File: src/ipfd_pkg.sv
// ----------------------------------------------------------------------------
// ipfd_pkg - shared types and constants for the IR pulse frame decoder
// Phase and status codes, register map, reset values and the bit-reverse
// helper.
// ----------------------------------------------------------------------------
package ipfd_pkg;

  localparam int TIME_BITS_DEF = 32;
  localparam int EDGE_W        = 32;
  localparam int CFG_W         = 16;
  localparam int DATA_BITS     = 16;
  localparam int COUNT_W       = 5;
  localparam int BYTE_W        = 8;
  localparam int ADDR_W        = 4;
  localparam int PDATA_W       = 32;

  localparam logic [CFG_W-1:0] LEADER_MIN_RST    = 16'd5250;
  localparam logic [CFG_W-1:0] LEADER_MAX_RST    = 16'd10250;
  localparam logic [CFG_W-1:0] ONE_THRESHOLD_RST = 16'd1500;

  typedef enum logic [1:0] {
    REG_LEADER_MIN    = 2'd0,
    REG_LEADER_MAX    = 2'd1,
    REG_ONE_THRESHOLD = 2'd2
  } reg_idx_t;

  typedef enum logic [1:0] {
    PH_IDLE   = 2'd0,
    PH_LEADER = 2'd1,
    PH_DATA   = 2'd2
  } phase_t;

  typedef enum logic [1:0] {
    ST_OK         = 2'd0,
    ST_LEADER_ERR = 2'd1,
    ST_CHECK_ERR  = 2'd2
  } status_t;

  function automatic logic [BYTE_W-1:0] reverse8(input logic [BYTE_W-1:0] b);
    logic [BYTE_W-1:0] r;
    for (int k = 0; k < BYTE_W; k++) begin
      r[BYTE_W-1-k] = b[k];
    end
    return r;
  endfunction

endpackage

File: src/ipfd_if.sv
// ----------------------------------------------------------------------------
// ipfd_if - valid/ready channels of the IR pulse frame decoder
// Edge transactions in, decoded frame transactions out.
// ----------------------------------------------------------------------------
interface ipfd_in_if;
  logic                             valid;
  logic                             ready;
  logic [ipfd_pkg::EDGE_W-1:0]      edge_time;
  logic                             rising;
  logic                             abort;

  modport source (output valid, output edge_time, output rising, output abort,
                  input ready);
  modport sink   (input valid, input edge_time, input rising, input abort,
                  output ready);
endinterface

interface ipfd_out_if;
  logic                             valid;
  logic                             ready;
  logic [1:0]                       status;
  logic [ipfd_pkg::BYTE_W-1:0]      command;
  logic [ipfd_pkg::BYTE_W-1:0]      first_byte;
  logic [ipfd_pkg::BYTE_W-1:0]      second_byte;

  modport source (output valid, output status, output command, output first_byte,
                  output second_byte, input ready);
  modport sink   (input valid, input status, input command, input first_byte,
                  input second_byte, output ready);
endinterface

File: src/ir_pulse_frame_decoder_unit.sv
// ----------------------------------------------------------------------------
// ir_pulse_frame_decoder_unit - IR remote control frame decoder
// Output: the result register is loaded by the edge transaction that ends
// the frame. Throughput: one edge transaction per cycle; the result register
// decouples the channels, so input stalls only while a result waits unread.
// Reset: synchronous, active low; idle phase, registers at their defaults.
// ----------------------------------------------------------------------------
module ir_pulse_frame_decoder_unit #(
  parameter int TIME_BITS = ipfd_pkg::TIME_BITS_DEF
) (
  input  logic                          clk,
  input  logic                          rst_n,
  ipfd_in_if.sink                       in_ch,
  ipfd_out_if.source                    out_ch,
  input  logic                          psel,
  input  logic                          penable,
  input  logic                          pwrite,
  input  logic [ipfd_pkg::ADDR_W-1:0]   paddr,
  input  logic [ipfd_pkg::PDATA_W-1:0]  pwdata,
  output logic [ipfd_pkg::PDATA_W-1:0]  prdata,
  output logic                          pready
);

  logic [ipfd_pkg::CFG_W-1:0]      leader_min_r;
  logic [ipfd_pkg::CFG_W-1:0]      leader_max_r;
  logic [ipfd_pkg::CFG_W-1:0]      one_threshold_r;

  ipfd_pkg::phase_t                phase_r, phase_nxt;
  logic [TIME_BITS-1:0]            prev_time_r, prev_time_nxt;
  logic [ipfd_pkg::COUNT_W-1:0]    fall_cnt_r, fall_cnt_nxt;
  logic [ipfd_pkg::DATA_BITS-1:0]  bits_r, bits_nxt;

  logic                            out_valid_r;
  ipfd_pkg::status_t               status_r, status_nxt;
  logic [ipfd_pkg::BYTE_W-1:0]     command_r, command_nxt;
  logic [ipfd_pkg::BYTE_W-1:0]     byte0_r, byte0_nxt;
  logic [ipfd_pkg::BYTE_W-1:0]     byte1_r, byte1_nxt;

  logic                            in_accept;
  logic                            res_valid;
  logic                            cfg_write;
  ipfd_pkg::reg_idx_t              cfg_idx;
  logic [TIME_BITS-1:0]            t_now;
  logic [TIME_BITS-1:0]            gap;
  logic [3:0]                      bit_idx;
  logic [ipfd_pkg::BYTE_W-1:0]     b0, b1;

  // configuration port
  assign pready    = 1'b1;
  assign cfg_write = psel && penable && pwrite;
  assign cfg_idx   = ipfd_pkg::reg_idx_t'(paddr[3:2]);

  always_ff @(posedge clk) begin
    if (!rst_n) begin
      leader_min_r    <= ipfd_pkg::LEADER_MIN_RST;
      leader_max_r    <= ipfd_pkg::LEADER_MAX_RST;
      one_threshold_r <= ipfd_pkg::ONE_THRESHOLD_RST;
    end else if (cfg_write) begin
      case (cfg_idx)
        ipfd_pkg::REG_LEADER_MIN:    leader_min_r    <= pwdata[ipfd_pkg::CFG_W-1:0];
        ipfd_pkg::REG_LEADER_MAX:    leader_max_r    <= pwdata[ipfd_pkg::CFG_W-1:0];
        ipfd_pkg::REG_ONE_THRESHOLD: one_threshold_r <= pwdata[ipfd_pkg::CFG_W-1:0];
        default: ;
      endcase
    end
  end

  always_comb begin
    case (cfg_idx)
      ipfd_pkg::REG_LEADER_MIN:    prdata = ipfd_pkg::PDATA_W'(leader_min_r);
      ipfd_pkg::REG_LEADER_MAX:    prdata = ipfd_pkg::PDATA_W'(leader_max_r);
      ipfd_pkg::REG_ONE_THRESHOLD: prdata = ipfd_pkg::PDATA_W'(one_threshold_r);
      default:                     prdata = '0;
    endcase
  end

  // channel handshake
  assign in_ch.ready = !out_valid_r || out_ch.ready;
  assign in_accept   = in_ch.valid && in_ch.ready;

  assign t_now   = in_ch.edge_time[TIME_BITS-1:0];
  assign gap     = t_now - prev_time_r;
  assign bit_idx = 4'(fall_cnt_r - ipfd_pkg::COUNT_W'(1));
  assign b0      = bits_r[ipfd_pkg::BYTE_W-1:0];
  assign b1      = bits_r[ipfd_pkg::DATA_BITS-1:ipfd_pkg::BYTE_W];

  always_comb begin
    phase_nxt     = phase_r;
    prev_time_nxt = prev_time_r;
    fall_cnt_nxt  = fall_cnt_r;
    bits_nxt      = bits_r;
    res_valid     = 1'b0;
    status_nxt    = ipfd_pkg::ST_LEADER_ERR;
    command_nxt   = '0;
    byte0_nxt     = '0;
    byte1_nxt     = '0;
    if (in_ch.abort) begin
      phase_nxt    = ipfd_pkg::PH_IDLE;
      fall_cnt_nxt = '0;
      bits_nxt     = '0;
    end else begin
      case (phase_r)
        ipfd_pkg::PH_LEADER: begin
          fall_cnt_nxt = '0;
          bits_nxt     = '0;
          if (in_ch.rising && gap > TIME_BITS'(leader_min_r)
              && gap < TIME_BITS'(leader_max_r)) begin
            phase_nxt = ipfd_pkg::PH_DATA;
          end else begin
            phase_nxt = ipfd_pkg::PH_IDLE;
            res_valid = 1'b1;
          end
        end
        ipfd_pkg::PH_DATA: begin
          if (!in_ch.rising) begin
            if (fall_cnt_r == '0) begin
              prev_time_nxt = t_now;
              fall_cnt_nxt  = ipfd_pkg::COUNT_W'(1);
            end else if (fall_cnt_r <= ipfd_pkg::COUNT_W'(ipfd_pkg::DATA_BITS)) begin
              if (gap > TIME_BITS'(one_threshold_r)) begin
                bits_nxt = bits_r | (ipfd_pkg::DATA_BITS'(1) << bit_idx);
              end
              prev_time_nxt = t_now;
              fall_cnt_nxt  = fall_cnt_r + ipfd_pkg::COUNT_W'(1);
            end else begin
              phase_nxt    = ipfd_pkg::PH_IDLE;
              fall_cnt_nxt = '0;
              bits_nxt     = '0;
              res_valid    = 1'b1;
              byte0_nxt    = b0;
              byte1_nxt    = b1;
              if (b0 == ~b1) begin
                status_nxt  = ipfd_pkg::ST_OK;
                command_nxt = ipfd_pkg::reverse8(b0);
              end else begin
                status_nxt  = ipfd_pkg::ST_CHECK_ERR;
              end
            end
          end
        end
        default: begin
          fall_cnt_nxt = '0;
          bits_nxt     = '0;
          if (in_ch.rising) begin
            phase_nxt = ipfd_pkg::PH_IDLE;
            res_valid = 1'b1;
          end else begin
            prev_time_nxt = t_now;
            phase_nxt     = ipfd_pkg::PH_LEADER;
          end
        end
      endcase
    end
  end

  always_ff @(posedge clk) begin
    if (!rst_n) begin
      phase_r     <= ipfd_pkg::PH_IDLE;
      prev_time_r <= '0;
      fall_cnt_r  <= '0;
      bits_r      <= '0;
      out_valid_r <= 1'b0;
    end else begin
      if (in_accept) begin
        phase_r     <= phase_nxt;
        prev_time_r <= prev_time_nxt;
        fall_cnt_r  <= fall_cnt_nxt;
        bits_r      <= bits_nxt;
      end
      if (in_accept && res_valid) begin
        out_valid_r <= 1'b1;
      end else if (out_ch.ready) begin
        out_valid_r <= 1'b0;
      end
    end
  end

  always_ff @(posedge clk) begin
    if (in_accept && res_valid) begin
      status_r  <= status_nxt;
      command_r <= command_nxt;
      byte0_r   <= byte0_nxt;
      byte1_r   <= byte1_nxt;
    end
  end

  assign out_ch.valid       = out_valid_r;
  assign out_ch.status      = status_r;
  assign out_ch.command     = command_r;
  assign out_ch.first_byte  = byte0_r;
  assign out_ch.second_byte = byte1_r;

`ifndef SYNTHESIS
  a_count_bound: assert property (@(posedge clk) disable iff (!rst_n)
    fall_cnt_r <= ipfd_pkg::COUNT_W'(ipfd_pkg::DATA_BITS + 1))
    else $error("falling edge count past frame end");

  a_result_idles: assert property (@(posedge clk) disable iff (!rst_n)
    in_accept && res_valid |=> phase_r == ipfd_pkg::PH_IDLE)
    else $error("phase not idle after a result");

  a_clean_outside_data: assert property (@(posedge clk) disable iff (!rst_n)
    phase_r != ipfd_pkg::PH_DATA |-> fall_cnt_r == '0 && bits_r == '0)
    else $error("stale frame state outside data phase");

  a_command_only_ok: assert property (@(posedge clk) disable iff (!rst_n)
    out_valid_r && status_r != ipfd_pkg::ST_OK |-> command_r == '0)
    else $error("command set on a failed frame");

  a_ok_check: assert property (@(posedge clk) disable iff (!rst_n)
    out_valid_r && status_r == ipfd_pkg::ST_OK |-> byte0_r == ~byte1_r)
    else $error("ok status with mismatched check byte");
`endif

endmodule
File: src/flat_wrapper.sv
// flat-port wrapper written by rule: the top's interface ports become plain ports
module ir_pulse_frame_decoder_unit_flat 
#(
  parameter int TIME_BITS = ipfd_pkg::TIME_BITS_DEF
)
  (clk, rst_n, psel, penable, pwrite, paddr, pwdata, prdata, pready, in_ch_valid, in_ch_edge_time, in_ch_rising, in_ch_abort, in_ch_ready, out_ch_valid, out_ch_status, out_ch_command, out_ch_first_byte, out_ch_second_byte, out_ch_ready);
  ipfd_in_if in_ch_i ();
  ipfd_out_if out_ch_i ();
  input  logic clk;
  input  logic rst_n;
  input  logic psel;
  input  logic penable;
  input  logic pwrite;
  input  logic [ipfd_pkg::ADDR_W-1:0] paddr;
  input  logic [ipfd_pkg::PDATA_W-1:0] pwdata;
  output logic [ipfd_pkg::PDATA_W-1:0] prdata;
  output logic pready;
  input wire logic [$bits(in_ch_i.valid)-1:0] in_ch_valid;
  input wire logic [$bits(in_ch_i.edge_time)-1:0] in_ch_edge_time;
  input wire logic [$bits(in_ch_i.rising)-1:0] in_ch_rising;
  input wire logic [$bits(in_ch_i.abort)-1:0] in_ch_abort;
  output wire logic [$bits(in_ch_i.ready)-1:0] in_ch_ready;
  output wire logic [$bits(out_ch_i.valid)-1:0] out_ch_valid;
  output wire logic [$bits(out_ch_i.status)-1:0] out_ch_status;
  output wire logic [$bits(out_ch_i.command)-1:0] out_ch_command;
  output wire logic [$bits(out_ch_i.first_byte)-1:0] out_ch_first_byte;
  output wire logic [$bits(out_ch_i.second_byte)-1:0] out_ch_second_byte;
  input wire logic [$bits(out_ch_i.ready)-1:0] out_ch_ready;
  assign in_ch_i.valid = in_ch_valid;
  assign in_ch_i.edge_time = in_ch_edge_time;
  assign in_ch_i.rising = in_ch_rising;
  assign in_ch_i.abort = in_ch_abort;
  assign in_ch_ready = in_ch_i.ready;
  assign out_ch_valid = out_ch_i.valid;
  assign out_ch_status = out_ch_i.status;
  assign out_ch_command = out_ch_i.command;
  assign out_ch_first_byte = out_ch_i.first_byte;
  assign out_ch_second_byte = out_ch_i.second_byte;
  assign out_ch_i.ready = out_ch_ready;
  ir_pulse_frame_decoder_unit #(.TIME_BITS(TIME_BITS)) u_core (.clk(clk), .rst_n(rst_n), .in_ch(in_ch_i), .out_ch(out_ch_i), .psel(psel), .penable(penable), .pwrite(pwrite), .paddr(paddr), .pwdata(pwdata), .prdata(prdata), .pready(pready));
endmodule
File: config.mk
export PLATFORM = sky130hd
export DESIGN_NAME = ir_pulse_frame_decoder_unit_flat
export DESIGN_NICKNAME = d
export VERILOG_FILES = /design/src/ipfd_pkg.sv /design/src/ipfd_if.sv /design/src/ir_pulse_frame_decoder_unit.sv /design/src/flat_wrapper.sv
export SDC_FILE = /design/constraint.sdc
export NUM_CORES = 1
export LEC_CHECK = 0
export ABC_AREA = 1
export BUFFER_PORTS_ARGS = -buffer_cell sky130_fd_sc_hd__buf_2
export CORE_ASPECT_RATIO = 0.6
export CORE_MARGIN = 2
export CORE_UTILIZATION = 39
export CTS_CLUSTER_DIAMETER = 80
export CTS_CLUSTER_SIZE = 16
export DETAILED_ROUTE_END_ITERATION = 16
export PLACE_DENSITY = 0.59
export SLEW_MARGIN = 5
export SYNTH_ARGS = -nofsm -noshare
export SYNTH_HDL_FRONTEND = slang
export SYNTH_SLANG_ARGS = --single-unit
File: constraint.sdc
create_clock -name clk -period 3.6 [get_ports clk]
set_clock_uncertainty 0.1 [all_clocks]
set_input_delay 0.54 -clock clk [delete_from_list [all_inputs] [get_ports clk]]
set_output_delay 0.54 -clock clk [all_outputs]
set_load 0.05 [all_outputs]
==> summary.txt <==
Outcome
  • Status: complete, but fails checks
  • Failing checks: negative setup slack

Clock tree
  • Clock root cell: clkbuf_16
  • Clock-pin slew on the worst setup and hold paths: 0.07 ns
  • Clk_lat worst skew: 0.44 ns
  • Clk sinks: between 100 and 150
  • H-Tree Depth: 4
  • CTS Buf Count: 17
  • CTS tree: done
  • # hold bufs at CTS: 0
  • CTS max path bufs: 2

Worst setup path
  • CP top delay family: simple AND/OR/NAND/NOR gates
  • Critical Path AT: 3.82 ns
  • Critical Path, Cell by Cell: inv_2 -> ha_4 -> nand2_4 -> buf_6 -> nor2_4 -> buf_6 -> nand3_2 -> nand3b_1 -> xor2_2 -> ha_1 -> nand2_1 -> inv_2 -> nand4_1 -> nor4b_2 -> nor3_2 -> nand2_1 -> nor2_2 -> nand3_2 -> nand2_1 -> nand2_1 -> nand2_2 -> clkinvlp_4 -> buf_12 -> clkbuf_16
  • FF-to-FF path depth: 24
  • R2R Path Start: u_core.prev_time_r[8]
  • Crit start category: flip-flop
  • Levels on crit path: 24
  • Crit path capture: u_core.out_ch.first_byte[0]
  • CP max stage delay: between 0.3 and 0.4 ns
  • WP buf/inv: 7
  • Crit Path Class: reg2reg
  • CP max stage cell: dfxtp_2
  • Worst setup EP type: flip-flop
  • Crit path launch: u_core.prev_time_r[8]
  • Worst path most repeated cell: nand2_1
  • Worst R2R Setup Slack: -0.12 ns
  • R2r endpoint: u_core.out_ch.first_byte[0]
  • Worst EP required: 3.71 ns
  • CP Max Fanout: 6

Routing
  • Remaining DRCs: 0
  • Iteration count of the initial detailed-routing pass: 5
  • Drt via density: 4.87
  • DRT iter0 DRCs: between 600 and 700
  • Drt total wl: 28100 um
  • Vias: 9266
  • Drt wl/cell: ~15 um
  • Final ANT Viol Nets: 0

Layout
  • Area of the multi-input gates: 0.00580 mm^2
  • Filler instances: between 2000 and 2500
  • Area grow syn2layout: 35.7%
  • Final #Nets: 1739
  • Final Non-Filler Cells: 1904
  • FF/Latch Area: 0.00287 mm^2
  • Share of cells above drive strength 1: between 20% and 30%
  • Antenna cell count: 0

Placement
  • Placer congestion estimate: 0.937
  • Placed cells: 1839
  • IO buf count: 102
  • Post-DP HPWL: between 20000 and 25000 um
  • Dpl ws: -0.590 ns

Floorplanning
  • Die H: 122 um
  • CORE AREA: 0.0230 mm^2
  • Num rows: 43
  • Die ar.: 0.0246 mm^2
  • Num ports: 138
  • Initial Utilization: 39.6%
  • Die X: around 200 um

Synthesis
  • Warnings, synthesis: 0
  • Avg Inst Size Synth: 6.75 um^2
  • Top cell type's share of synthesized area: 22.9%
  • FF+latch count, synth: 130
  • Leading area contributor after synthesis: dfxtp_1
  • Post-synth EDFFs: 26
  • Sequential area share after synthesis: around a third
  • Top post-synthesis cells by count: nand2_1 (339), inv_1 (246), a21oi_1 (120)
  • Post-synth top flop: dfxtp_1
  • Top-count cell post-synth: nand2_1
  • Unique masters post-synth: 46
  • Synth area leaders: dfxtp_1 (23%), nand2_1 (14%), ha_1 (12%)
  • Mapped Area: 0.00909 mm^2
  • Post-synth ARST share: 0%
  • Mapped Cells: 1347

Timing
  • Crit share post-route: 103%
  • RSZ-0062 raised after global routing: true
  • Slew Viols, Final: 0
  • Worst Tran Pin Value: approximately 0.85 ns
  • Count of final setup violators: 27
  • Slew headroom: 43.1%
  • Worst hold slack: 0.251 ns
  • Sum Neg Setup Slack: -2.97 ns
  • Fmax: 269 MHz
  • Final WS setup: -0.117 ns
  • Final hold violations: 0
  • Tmin final: 3.72 ns

Pwr
  • Tot Pwr: 4.84 mW
  • Pwr dens: 393 mW/mm^2
  • Worst vdd ir: 0.354 mV
  • Leakage Power: 5.74 nW

Flow run
  • Max-cap violations: 0

Global routing
  • Grt ovf: 0
  • Number of global-route vias before repair: 8244
  • Largest net degree at the start of global routing: 52
  • Gr usage total: 23.0%
  • Initial antenna violation count: 0
  • First-pass GRT wire length: roughly 44000 um

Min path
  • Hold Crit Depth: 3
  • Worst Hold Class: in2reg
-- cell families after synthesis --
kind of cell	count (synthesis)	share of synthesized area, %
AO/OA/AOI/OAI	241	14.8
other	2	0.0826
flip-flops	130	31.5
XOR/XNOR	17	1.64
AND/OR/NAND/NOR	562	26.6
adder cells (fa/ha/maj)	86	11.9
buffers and inverters	309	13.6
-- tightest hold or removal path, stage by stage --
cell and delay [ns]:
buf_2 0.10, nand2_1 0.05, o211ai_1 0.07
-- report_power, final --
group,internal (mW),switching [mW]
Sequential,1.53,0.0142
Combinational,0.652,0.953
Clock,0.914,0.780
Total,3.10,1.75
-- sequential cells by signal, indices dropped and copies added, names as in the netlist --
register                   cells
u_core.out_ch.command          8
u_core.bits_r                 16
u_core.out_ch.second_byte      8
u_core.out_ch.status           2
u_core.leader_min_r           16
u_core.prev_time_r            32
u_core.out_ch.valid            1
u_core.out_ch.first_byte       8
u_core.one_threshold_r        16
u_core.leader_max_r           16
u_core.fall_cnt_r              5
u_core.phase_r                 2
-- repair_timing --
item / CTS / global route
endpoints found under the setup margin: 41 / 44
cloned: 2 / 2
pin swaps: 27 / 38
buffers inserted: 21 / 10
gates resized for setup: 110 / 77
-- through the flow --
stage	util, %	area [um^2]
2_1_floorplan	-	9190
3_3_place_gp	46.5	10700
3_5_place_dp	46.5	10700
4_1_cts	51.9	11900
5_1_grt	53.7	12300
6_report	53.7	12300
-- placed cells by master, fill, tap and decap left out, types with 22 or more instances in the layout --
cell type / synthesis / layout
a21oi_1: 120 / 110
buf_2: 1 / 102
buf_4: 17 / 122
dfxtp_1: 104 / 96
edfxtp_1: 26 / 26
ha_1: 85 / 64
inv_1: 246 / 225
inv_2: 9 / 29
nand2_1: 339 / 290
nand2_2: 5 / 48
nand3_1: 51 / 37
nand3_2: 11 / 22
nor2_1: 91 / 82
nor3_1: 28 / 26
o21ai_0: 74 / 70
-- area by class of cell --
class / count / area share [%]
Clock buffer: 17 / 3.45
Clock inverter: 15 / 1.18
Inverter: 262 / 8.02
Multi-Input combinational cell: 923 / 47.0
Sequential cell: 130 / 23.3
Tap cell: 315 / 3.19
Timing Repair Buffer: 242 / 13.9
-- metal layers --
metal	track usage [%]	vias up	wire length, um
met5	0	-	0
met4	4.86	0	242
met3	3.53	21	1560
met2	31.4	242	10900
met1	37.0	4236	15400
li1	-	4767	-
-- worst min-delay path by stage --
stage               slack [ns]                 endpoint              startpoint
floorplan                 0.33   u_core.prev_time_r[10]  u_core.prev_time_r[10]
finish                    0.25  u_core.leader_max_r[13]              pwdata[13]
detailed placement        0.35   u_core.prev_time_r[23]  u_core.prev_time_r[23]
CTS                       0.24  u_core.leader_max_r[11]              pwdata[11]
global placement          0.34   u_core.prev_time_r[15]  u_core.prev_time_r[15]
global route              0.25  u_core.leader_max_r[13]              pwdata[13]
Note: power is estimated with default switching activity, not from simulation.
